File: config.mk
export PLATFORM = sky130hd
export DESIGN_NAME = tpc_area
export DESIGN_NICKNAME = d
export VERILOG_FILES = /design/src/sv/tpc_pkg.sv /design/src/sv/tpc_area.sv
export SDC_FILE = /design/constraint.sdc
export NUM_CORES = 2
export LEC_CHECK = 0
export BUFFER_PORTS_ARGS = -buffer_cell sky130_fd_sc_hd__buf_4
export CORE_UTILIZATION = 35
export DETAILED_ROUTE_END_ITERATION = 7
export PLACE_DENSITY_LB_ADDON = 0.2
export SLEW_MARGIN = 30
export SYNTH_ARGS = -nofsm -noshare
export SYNTH_HDL_FRONTEND = slang
export SYNTH_SLANG_ARGS = --single-unit
export TNS_END_PERCENT = 30
File: constraint.sdc
create_clock -name clk -period 5.7 [get_ports clk]
set_input_delay 0.285 -clock clk [delete_from_list [all_inputs] [get_ports clk]]
set_output_delay 0.285 -clock clk [all_outputs]
set_load 0.02 [all_outputs]
File: src/sv/tpc_pkg.sv
// Shared constants and types for the triangle pixel coverage core.
package tpc_pkg;

  localparam int COORD_BITS     = 12;
  localparam int TRI_ID_BITS    = 16;
  localparam int PIX_BITS       = 24;
  localparam int CFG_BITS       = 13;
  localparam int CFG_IDX_BITS   = 1;
  localparam int FRAME_BITS     = 2 * CFG_BITS;
  // Pixel column/row and vertex coordinates share one unsigned width.
  localparam int PT_BITS        = (CFG_BITS > COORD_BITS) ? CFG_BITS : COORD_BITS;
  localparam int DIFF_BITS      = PT_BITS + 1;
  localparam int PROD_BITS      = 2 * DIFF_BITS;
  localparam int SUM_BITS       = PROD_BITS + 2;
  localparam int AREA_BITS      = SUM_BITS - 1;
  localparam int DIV_STEP_BITS  = 2;
  localparam int DIV_STAGES     = PIX_BITS / DIV_STEP_BITS;
  localparam int AREA_STAGES    = 4;

  localparam logic [CFG_BITS-1:0] FRAME_WIDTH_RST  = CFG_BITS'(640);
  localparam logic [CFG_BITS-1:0] FRAME_HEIGHT_RST = CFG_BITS'(480);

  typedef enum logic [CFG_IDX_BITS-1:0] {
    CFG_FRAME_WIDTH  = 1'b0,
    CFG_FRAME_HEIGHT = 1'b1
  } cfg_idx_t;

  typedef struct packed {
    logic [TRI_ID_BITS-1:0] tri_id;
    logic [COORD_BITS-1:0]  a_x;
    logic [COORD_BITS-1:0]  a_y;
    logic [COORD_BITS-1:0]  b_x;
    logic [COORD_BITS-1:0]  b_y;
    logic [COORD_BITS-1:0]  c_x;
    logic [COORD_BITS-1:0]  c_y;
    logic [PIX_BITS-1:0]    pixel_index;
  } tpc_item_t;

  typedef struct packed {
    logic                valid;
    tpc_item_t           item;
    logic [CFG_BITS-1:0] px;
    logic [CFG_BITS-1:0] py;
  } tpc_div_out_t;

endpackage

File: src/sv/tpc_area.sv
// Four-stage pipelined half-area unit: |trunc(doubled signed area / 2)|.
module tpc_area import tpc_pkg::*; (
  input  logic                 clk,
  input  logic                 en,
  input  logic [PT_BITS-1:0]   x1,
  input  logic [PT_BITS-1:0]   y1,
  input  logic [PT_BITS-1:0]   x2,
  input  logic [PT_BITS-1:0]   y2,
  input  logic [PT_BITS-1:0]   x3,
  input  logic [PT_BITS-1:0]   y3,
  output logic [AREA_BITS-1:0] area
);

  // stage A: edge differences
  logic [PT_BITS-1:0]          x1_r, x2_r, x3_r;
  logic signed [DIFF_BITS-1:0] d1_r, d2_r, d3_r;
  logic signed [DIFF_BITS-1:0] d1_nxt, d2_nxt, d3_nxt;
  // stage B: products
  logic signed [PROD_BITS-1:0] p1_r, p2_r, p3_r;
  logic signed [PROD_BITS-1:0] p1_nxt, p2_nxt, p3_nxt;
  // stage C: doubled signed area
  logic signed [SUM_BITS-1:0]  twice_r, twice_nxt;
  // stage D: halved magnitude
  logic [SUM_BITS-1:0]         mag;
  logic [AREA_BITS-1:0]        area_r, area_nxt;

  always_comb begin
    d1_nxt = $signed({1'b0, y2}) - $signed({1'b0, y3});
    d2_nxt = $signed({1'b0, y3}) - $signed({1'b0, y1});
    d3_nxt = $signed({1'b0, y1}) - $signed({1'b0, y2});
    p1_nxt = PROD_BITS'($signed({1'b0, x1_r}) * d1_r);
    p2_nxt = PROD_BITS'($signed({1'b0, x2_r}) * d2_r);
    p3_nxt = PROD_BITS'($signed({1'b0, x3_r}) * d3_r);
    twice_nxt = SUM_BITS'(p1_r) + SUM_BITS'(p2_r) + SUM_BITS'(p3_r);
    // truncation toward zero then abs equals abs then floor halving
    mag      = twice_r[SUM_BITS-1] ? SUM_BITS'(-twice_r) : SUM_BITS'(twice_r);
    area_nxt = mag[SUM_BITS-1:1];
  end

  always_ff @(posedge clk) begin
    if (en) begin
      x1_r    <= x1;
      x2_r    <= x2;
      x3_r    <= x3;
      d1_r    <= d1_nxt;
      d2_r    <= d2_nxt;
      d3_r    <= d3_nxt;
      p1_r    <= p1_nxt;
      p2_r    <= p2_nxt;
      p3_r    <= p3_nxt;
      twice_r <= twice_nxt;
      area_r  <= area_nxt;
    end
  end

  assign area = area_r;

endmodule

==> impl_metrics.py <==
metrics = {
    "yosys": {
        "synthTopCellsByArea": "fa_1 (28%), edfxtp_1 (22%), ha_1 (16%)",
        "async_flop_share_pct": 0,
        "syn_area_per_cell_um2": 10.0,
        "netlist_area_um2": 30500,
        "yosysMostFrequentCell": "inv_1",
        "synth_common_cells": "inv_1 (598), fa_1 (422), ha_1 (389)",
        "yosys_warnings": 0,
        "synth_edf_count": 224,
        "yosysUniqueCellTypes": 63,
        "ys_seq_area_share_pct": 22.0,
        "yosysTopAreaCell": "fa_1",
        "synth_cells": 3047,
        "synth_nets": 3938,
        "synth_flop_cell": "edfxtp_1",
        "synth_top_area_share_pct": 27.7,
        "synth_seq_cells": 224,
    },
    "clock_network": {
        "cts.sinks": 224,
        "htree_num_levels": 1,
        "cts.path.max_buffers": 3,
        "cts_root_buf": "clkbuf_16",
        "cts_tree": "built",
        "clock_latency_ns": 0.61,
        "cts_made_buffers": 30,
        "cts.clk_slew.worst_paths_ns": 0.06,
    },
    "layout": {
        "multi_input_area_um2": 22000,
        "drive_gt1_share_pct": 19.0,
        "fin_nets": 4379,
        "finalInstanceArea_um2": 37500,
        "seq_area_um2": 6730,
        "area_growth_pct": 22.7,
        "antenna_cells": 0,
        "fillerInstances": 8272,
    },
    "grt": {
        "antenna_found_initial": 4,
        "grt_pass1_vias": 23100,
        "grt_pass1_wl_um": 126000,
        "grt_max_degree": 134,
        "grt_use_total_pct": 18.0,
        "grt.overflow.total": 0,
    },
    "sta": {
        "finalWorstSetupSlack_ns": -0.218,
        "post-route-min-period_ns": 5.92,
        "slew_headroom_pct": 40.7,
        "worstMarginPinSlew_ns": 0.880,
        "maxClockFrequency_ghz": 0.169,
        "worst_clock_skew_ns": 0.0167,
        "hold_viol_final": 0,
        "report.final.setup_viol": 13,
        "rsz0062_at_grt": "true",
        "slew_viol_final": 0,
        "period_share_pct": 104,
    },
    "worst_setup_path": {
        "crit_type": "reg -> reg",
        "worstPathArrival_ns": 6.26,
        "critPathLaunchType": "flop",
        "endpoint_kind": "flop",
        "path_max_fanout": 6,
        "worst_ep_required_time_ns": 6.05,
    },
    "run_status": {
        "violations": "negative setup slack",
        "status": "complete, but fails checks",
    },
    "placement": {
        "place_area_um2": 35000,
        "portBuffers": 108,
        "place_hpwl_um": 64700,
        "place_congestion": 0.866,
    },
    "floorplan": {
        "die_h_um": 297,
        "dieWidth_um": 297,
        "io_pins": 109,
        "die_area_um2": 88400,
        "core_area_um2": 85800,
        "std_cell_rows": 107,
        "floorplan.initialDensity_pct": 35.6,
    },
    "routing": {
        "vias_per_cell": 4.68,
        "drt_pre_antenna_iters": 5,
        "num_vias": 21800,
        "routed_wirelength_um": 76800,
        "ant_nets": 0,
        "wl_per_cell_um": 16.5,
        "drt_iter0_drc": 1096,
        "drc": 0,
    },
    "run": {
        "maxCapViolations": 0,
    },
    "hold_path": {
        "min_path_type": "in -> reg",
    },
}
-- flip-flops by register name, indices dropped and copies added (netlist names) --
name / count
twice_r: 30
d3_r: 14
p2_r: 28
p1_r: 28
d1_r: 14
area: 29
x2_r: 13
x1_r: 13
x3_r: 13
d2_r: 14
p3_r: 28
-- repair_timing --
| item | in CTS | in global routing |
|---|---|---|
| endpoints found under the hold margin | 39 | 0 |
| hold buffers | 39 | 0 |
| gates cloned | 0 | 0 |
| pin swaps | 60 | 58 |
| endpoints found under the setup margin | 35 | 45 |
| resized for setup | 76 | 102 |
| buffers inserted | 19 | 33 |
-- metal layers --
metal / vias to the layer above / global-route usage (%) / routed length, µm
met5: - / 0 / 28
met2: 366 / 28.5 / 34100
met4: 6 / 2.92 / 1040
met3: 63 / 2.32 / 3440
met1: 10700 / 26.5 / 38200
li1: 10600 / - / -
-- per-stage QoR --
| step | util, % | worst slack [ns] | setup TNS [ns] | hold WS, ns | std cells |
|---|---|---|---|---|---|
| CTS | 42.9 | -0.239 | -2.05 | 0.0795 | 4627 |
| floorplan | - | -0.121 | -0.502 | 0.384 | 3047 |
| global route | 43.7 | -0.434 | -7.65 | 0.106 | 4656 |
| detailed placement | 40.8 | -0.396 | -6.60 | 0.464 | 4515 |
| finish | 43.7 | -0.218 | -1.47 | 0.114 | 4656 |
| global placement | 40.8 | -0.312 | -5.11 | 0.463 | 4515 |
-- path summary, 6_finish.rpt --
path                                       startpoint                 end  slack [ns]  cells past startpoint
worst max-delay path                x2_r[6]$_DFFE_PP_  p2_r[26]$_DFFE_PP_       -0.22                     20
worst min-delay path                            y3[0]   d1_r[0]$_DFFE_PP_        0.11                      3
worst max register to register      x2_r[6]$_DFFE_PP_  p2_r[26]$_DFFE_PP_       -0.22                     20
worst min register to register  twice_r[28]$_DFFE_PP_  area[27]$_DFFE_PP_        0.57                      1
-- layout make-up --
class,instances,area share (%)
Clock buffer,32,2.08
Clock inverter,24,0.591
Inverter,598,5.99
Multi-Input combinational cell,2131,58.7
Sequential cell,224,17.9
Tap cell,1144,3.82
Timing Repair Buffer,503,10.9
-- placed cells by master, fill, tap and decap left out, types with 9 or more instances in the layout --
master	instances
fa_1	414
and2_4	17
nor2_1	61
o211ai_1	9
clkbuf_16	31
and2_1	280
o21a_1	20
dlygate4sd3_1	39
a211oi_1	12
buf_12	9
a21o_1	46
a21oi_2	19
nand3_1	25
ha_4	13
o31ai_1	10
a21oi_1	76
inv_2	17
nor2b_1	42
xnor2_1	106
a31oi_1	14
inv_1	581
o21bai_1	13
nand2b_1	33
buf_6	23
or3_1	9
ha_1	374
buf_4	429
nand2_1	273
o21ai_0	57
edfxtp_1	224
nor3_1	15
xor2_1	37
-- critical path, cell delays in order (launching register included) --
cell and delay (ns):
edfxtp_1 0.55, buf_6 0.19, and2_4 0.15, fa_1 0.49, inv_2 0.04, fa_2 0.54, inv_2 0.04, fa_1 0.47
ha_1 0.33, fa_1 0.51, inv_1 0.05, fa_1 0.52, inv_2 0.05, ha_4 0.17, a2111oi_4 0.36, o21ai_2 0.11
a31o_4 0.25, a221o_1 0.37, a22o_1 0.25, a21oi_2 0.16, xnor2_1 0.08
-- logic make-up after synthesis --
| family | synth area share [%] |
|---|---|
| compound gates | 7.77 |
| buf+inv | 8.51 |
| simple gates | 13.7 |
| xor+xnor | 4.39 |
| fa+ha+maj | 43.6 |
| flops | 22.0 |
Power is not shown: default switching activity piles up to over one toggle a cycle in this logic, so the estimate is an artifact.
