**config.mk**
```make
export PLATFORM = sky130hd
export DESIGN_NAME = tpc_div_pipe
export DESIGN_NICKNAME = d
export VERILOG_FILES = /design/src/sv/tpc_pkg.sv /design/src/sv/tpc_div_pipe.sv
export SDC_FILE = /design/constraint.sdc
export NUM_CORES = 2
export LEC_CHECK = 0
export BUFFER_PORTS_ARGS = -buffer_cell sky130_fd_sc_hd__buf_2
export CORE_UTILIZATION = 30
export CTS_CLUSTER_DIAMETER = 100
export CTS_CLUSTER_SIZE = 30
export DETAILED_ROUTE_END_ITERATION = 7
export PLACE_DENSITY_LB_ADDON = 0.25
export RECOVER_POWER = 50
export SLEW_MARGIN = 15
export SYNTH_ARGS = -nofsm -noshare
export SYNTH_HDL_FRONTEND = slang
export SYNTH_SLANG_ARGS = --single-unit
```
**constraint.sdc**
```tcl
create_clock -name clk -period 13.5 [get_ports clk]
set_input_delay 2.025 -clock clk [delete_from_list [all_inputs] [get_ports clk]]
set_output_delay 2.025 -clock clk [all_outputs]
set_load 0.02 [all_outputs]
```
**src/sv/tpc_pkg.sv**
```systemverilog
// Shared constants and types for the triangle pixel coverage core.
package tpc_pkg;

  localparam int COORD_BITS     = 12;
  localparam int TRI_ID_BITS    = 16;
  localparam int PIX_BITS       = 24;
  localparam int CFG_BITS       = 13;
  localparam int CFG_IDX_BITS   = 1;
  localparam int FRAME_BITS     = 2 * CFG_BITS;
  // Pixel column/row and vertex coordinates share one unsigned width.
  localparam int PT_BITS        = (CFG_BITS > COORD_BITS) ? CFG_BITS : COORD_BITS;
  localparam int DIFF_BITS      = PT_BITS + 1;
  localparam int PROD_BITS      = 2 * DIFF_BITS;
  localparam int SUM_BITS       = PROD_BITS + 2;
  localparam int AREA_BITS      = SUM_BITS - 1;
  localparam int DIV_STEP_BITS  = 2;
  localparam int DIV_STAGES     = PIX_BITS / DIV_STEP_BITS;
  localparam int AREA_STAGES    = 4;

  localparam logic [CFG_BITS-1:0] FRAME_WIDTH_RST  = CFG_BITS'(640);
  localparam logic [CFG_BITS-1:0] FRAME_HEIGHT_RST = CFG_BITS'(480);

  typedef enum logic [CFG_IDX_BITS-1:0] {
    CFG_FRAME_WIDTH  = 1'b0,
    CFG_FRAME_HEIGHT = 1'b1
  } cfg_idx_t;

  typedef struct packed {
    logic [TRI_ID_BITS-1:0] tri_id;
    logic [COORD_BITS-1:0]  a_x;
    logic [COORD_BITS-1:0]  a_y;
    logic [COORD_BITS-1:0]  b_x;
    logic [COORD_BITS-1:0]  b_y;
    logic [COORD_BITS-1:0]  c_x;
    logic [COORD_BITS-1:0]  c_y;
    logic [PIX_BITS-1:0]    pixel_index;
  } tpc_item_t;

  typedef struct packed {
    logic                valid;
    tpc_item_t           item;
    logic [CFG_BITS-1:0] px;
    logic [CFG_BITS-1:0] py;
  } tpc_div_out_t;

endpackage

```
**src/sv/tpc_div_pipe.sv**
```systemverilog
// Pipelined restoring divider: splits the pixel index into column and row.
module tpc_div_pipe import tpc_pkg::*; (
  input  logic                clk,
  input  logic                rst_n,
  input  logic                en,
  input  logic                in_valid,
  input  tpc_item_t           in_item,
  input  logic [CFG_BITS-1:0] divisor,
  output tpc_div_out_t        dout
);

  logic                vld_r   [DIV_STAGES];
  tpc_item_t           item_r  [DIV_STAGES];
  logic [CFG_BITS-1:0] rem_r   [DIV_STAGES];
  logic [CFG_BITS-1:0] quo_r   [DIV_STAGES];
  logic [CFG_BITS-1:0] rem_nxt [DIV_STAGES];
  logic [CFG_BITS-1:0] quo_nxt [DIV_STAGES];

  // Each stage retires DIV_STEP_BITS quotient bits, MSB first.
  // Only the low quotient bits are kept: row < frame height for in-frame items.
  always_comb begin
    logic [CFG_BITS:0]   trial;
    logic [CFG_BITS-1:0] rem_v;
    logic [CFG_BITS-1:0] quo_v;
    logic [PIX_BITS-1:0] idx_v;
    for (int s = 0; s < DIV_STAGES; s++) begin
      if (s == 0) begin
        rem_v = '0;
        quo_v = '0;
        idx_v = in_item.pixel_index;
      end else begin
        rem_v = rem_r[s-1];
        quo_v = quo_r[s-1];
        idx_v = item_r[s-1].pixel_index;
      end
      for (int j = 0; j < DIV_STEP_BITS; j++) begin
        trial = {rem_v, idx_v[PIX_BITS-1-s*DIV_STEP_BITS-j]};
        if (trial >= {1'b0, divisor}) begin
          rem_v = CFG_BITS'(trial - {1'b0, divisor});
          quo_v = {quo_v[CFG_BITS-2:0], 1'b1};
        end else begin
          rem_v = trial[CFG_BITS-1:0];
          quo_v = {quo_v[CFG_BITS-2:0], 1'b0};
        end
      end
      rem_nxt[s] = rem_v;
      quo_nxt[s] = quo_v;
    end
  end

  always_ff @(posedge clk) begin
    if (!rst_n) begin
      for (int s = 0; s < DIV_STAGES; s++) begin
        vld_r[s] <= 1'b0;
      end
    end else if (en) begin
      vld_r[0] <= in_valid;
      for (int s = 1; s < DIV_STAGES; s++) begin
        vld_r[s] <= vld_r[s-1];
      end
    end
  end

  always_ff @(posedge clk) begin
    if (en) begin
      item_r[0] <= in_item;
      for (int s = 1; s < DIV_STAGES; s++) begin
        item_r[s] <= item_r[s-1];
      end
      for (int s = 0; s < DIV_STAGES; s++) begin
        rem_r[s] <= rem_nxt[s];
        quo_r[s] <= quo_nxt[s];
      end
    end
  end

  assign dout.valid = vld_r[DIV_STAGES-1];
  assign dout.item  = item_r[DIV_STAGES-1];
  assign dout.px    = rem_r[DIV_STAGES-1];
  assign dout.py    = quo_r[DIV_STAGES-1];

endmodule

```
==> impl_metrics.yaml <==
detailed_routing:
  via_count: 31806
  drc: 53
  routed_wl_mm: 120
  ant_nets: 0
  drt_iter0_drc: 2379
  dr.pass1.iters: 8
  wl_per_cell_um: 17.2
  viasPerCell: 4.55
synth:
  synth_area_leader_cell: "edfxtp_1"
  synth.cell_area_um2: 64300
  yosysTopAreaCellShare_pct: 72.9
  synth-seq-cells: 1561
  seq_area_frac_synth_pct: 72.9
  synth-edff-count: 1560
  synthDistinctLibCells: 75
  async_flop_share_pct: 0
  syn_nets: 4345
  synth_ff_type: "edfxtp_1"
  netlist_instances: 3892
  yosys_warnings: 0
  syn_avg_cell_area_um2: 16.5
  synth_top_cells_by_area: "edfxtp_1, ha_1, mux2_2"
floorplanning:
  die_y_um: 465
  initial_utilization_pct: 30.2
  design.die.area_um2: 216000
  placementRows: 169
  die_w_um: 465
  ioPinCount: 268
  core_um2: 213000
timing:
  drv_slew: 194
  rsz0062_at_grt: "no"
  worst_slew_pin_slew_ns: 7.64
  timing_hold_violations_final: 0
  tns_ns: 0
  fin_crit_sh_pct: 71.3
  setup_viol: 0
  period_needed_ns: 9.62
  max-slew-margin-rel_pct: -409
  max_freq_mhz: 104
  fin_worst_skew_ns: 0.0334
cts:
  worstSkewPairLatency_ns: 0.74
  clk_pin_slew_worst_paths_ns: 0.10
  clock_path_buffers: 3
  h-tree-depth: 3
  tritoncts: "built"
  holdBufCountCts: 0
  ctsResizeCount: 0
  cts_sinks: 1561
  cts_buffers: 78
  clock-root-buffer: "clkbuf_16"
  cts_setup_buffers: 0
layout:
  instances_no_fill: 6996
  nFillCells: 20305
  nets: 4578
  drive_above_1_share_pct: 15.3
  regArea_um2: 46900
  post-route-util_pct: 33.4
  area_delta_synth_final_pct: 10.6
  multi_input_area_um2: 15900
  final_area_um2: 71100
placed_design:
  io_buffers: 267
  place_congestion: 0.801
  place_area_um2: 68500
  dp_hpwl_mm: 79.1
  dp_cells: 6866
worst_setup_path:
  critPathLaunchType: "input port"
  cp.required_ns: 13.81
  cp-end-kind: "flop"
  worst-setup-path-type: "in2reg"
  arrival_ns: 9.93
  critPathMaxFanout: 141
pwr:
  peakVddDrop_uv: 146
  power_density_nw_per_um2: 239
  power_leakage_nw: 25.0
global_routing:
  antenna_found_initial: 11
  overflow: 0
  grt.total_usage_pct: 10.8
  grt_pass1_wl_mm: 182
  grt_max_degree: 168
  grt_pass1_vias: 31044
job:
  drv_cap: 2
status:
  violations: "DRC, capacitance limit, slew limit"
  outcome: "finished with violations"
min_path:
  hold_class: "reg2reg"
## synthesized netlist by cell type, drive strengths merged, types with 9 or more instances
cell / number
a211oi: 33
buf: 143
clkbuf: 21
nor3: 85
mux2i: 33
o211ai: 11
and3: 21
o21ai: 143
a31oi: 12
nand3: 35
o31ai: 22
nand4: 56
ha: 301
or3: 22
nor2b: 47
xnor2: 151
mux2: 186
o21a: 52
nor4: 17
o41ai: 9
o21bai: 10
xor2: 65
fa: 23
a21oi: 220
edfxtp: 1560
nor2: 175
o31a: 13
o221ai: 10
or2: 19
inv: 116
a21o: 33
nand2b: 29
nand2: 132
## through the flow
step / hold WS (ns) / total power, mW / worst slack, ns
final: 0.411 / 17.0 / 3.88
after global placement: 0.400 / 14.1 / 4.75
after global routing: 0.414 / 18.2 / 2.81
after detailed placement: 0.405 / 14.2 / 4.68
after floorplan: 0.400 / 12.5 / 5.99
after CTS: 0.414 / 17.2 / 5.50
## report_power, final
| group | leakage (nW) | total [mW] | internal, mW | switching (mW) |
|---|---|---|---|---|
| combinational | 8.43 | 7.57 | 3.57 | 4.00 |
| clock | 1.27 | 2.87 | 1.20 | 1.67 |
| sequential | 15.3 | 6.53 | 6.27 | 0.257 |
## flip-flops by register name, indices dropped and copies added (netlist names)
signal	flops
item_r	1344
quo_r	49
vld_r	12
rem_r	156
## path summary, 6_finish.rpt
path | startpoint | end | slack [ns] | depth (start not counted)
worst max-delay path | en | item_r[2][413] | 3.88 | 4
worst min-delay path | item_r[0][67] | item_r[0][179] | 0.41 | 0
worst max register to register | item_r[0][241] | rem_r[0][46] | 6.76 | 19
worst min register to register | item_r[0][67] | item_r[0][179] | 0.41 | 0
## cell type report
class                      count  share of cell area, %
antenna                        5                 0.0176
timing repair buffer         317                   2.42
tap                         2821                   4.97
clock buffer                  85                   2.90
multi-input combinational   2051                   22.3
sequential                  1561                   65.9
inverter                     116                  0.613
clock inverter                40                  0.810
## cell usage in the layout, fill, tap and decap left out, types with 13 or more instances in the layout
| cell type | n |
|---|---|
| a211oi_1 | 31 |
| a21o_1 | 33 |
| a21oi_1 | 220 |
| and3_1 | 21 |
| buf_2 | 237 |
| buf_4 | 45 |
| clkbuf_1 | 34 |
| clkbuf_16 | 82 |
| edfxtp_1 | 1560 |
| fa_1 | 23 |
| ha_1 | 301 |
| inv_1 | 113 |
| mux2_2 | 180 |
| mux2i_1 | 33 |
| nand2_1 | 132 |
| nand2b_1 | 29 |
| nand3_1 | 35 |
| nand4_1 | 56 |
| nor2_1 | 175 |
| nor2b_1 | 47 |
| nor3_1 | 84 |
| nor4_1 | 17 |
| o21a_1 | 52 |
| o21ai_0 | 137 |
| o31a_1 | 13 |
| o31ai_1 | 22 |
| or2_2 | 19 |
| or3_1 | 22 |
| xnor2_1 | 151 |
| xor2_1 | 65 |
## worst max-delay path, cell delays in order
cell,delay (ns)
clkbuf_1,5.11
buf_4,1.06
buf_12,0.46
buf_4,0.79
## kinds of logic (layout without fill, tap and decap cells)
kind of cell / Yosys count / in the layout / synth area share (%)
and+or+nand+nor: 656 / 656 / 4.99
AOI/OAI and AO/OA: 636 / 636 / 6.34
other: 0 / 5 / 0
adders and majority gates: 324 / 324 / 6.57
buffers and inverters: 280 / 558 / 2.44
xor gates and xnor gates: 216 / 216 / 2.94
muxes: 219 / 219 / 3.81
DFF: 1561 / 1561 / 72.9
## metal layers
metal	vias to the layer above	GRT usage, %	wire length [um]
met4	0	3.65	3800
met2	580	17.2	55200
met5	-	0	0
met3	180	2.12	4870
li1	15342	-	-
met1	15704	14.8	56100
Power figures use the tool's default switching activity.
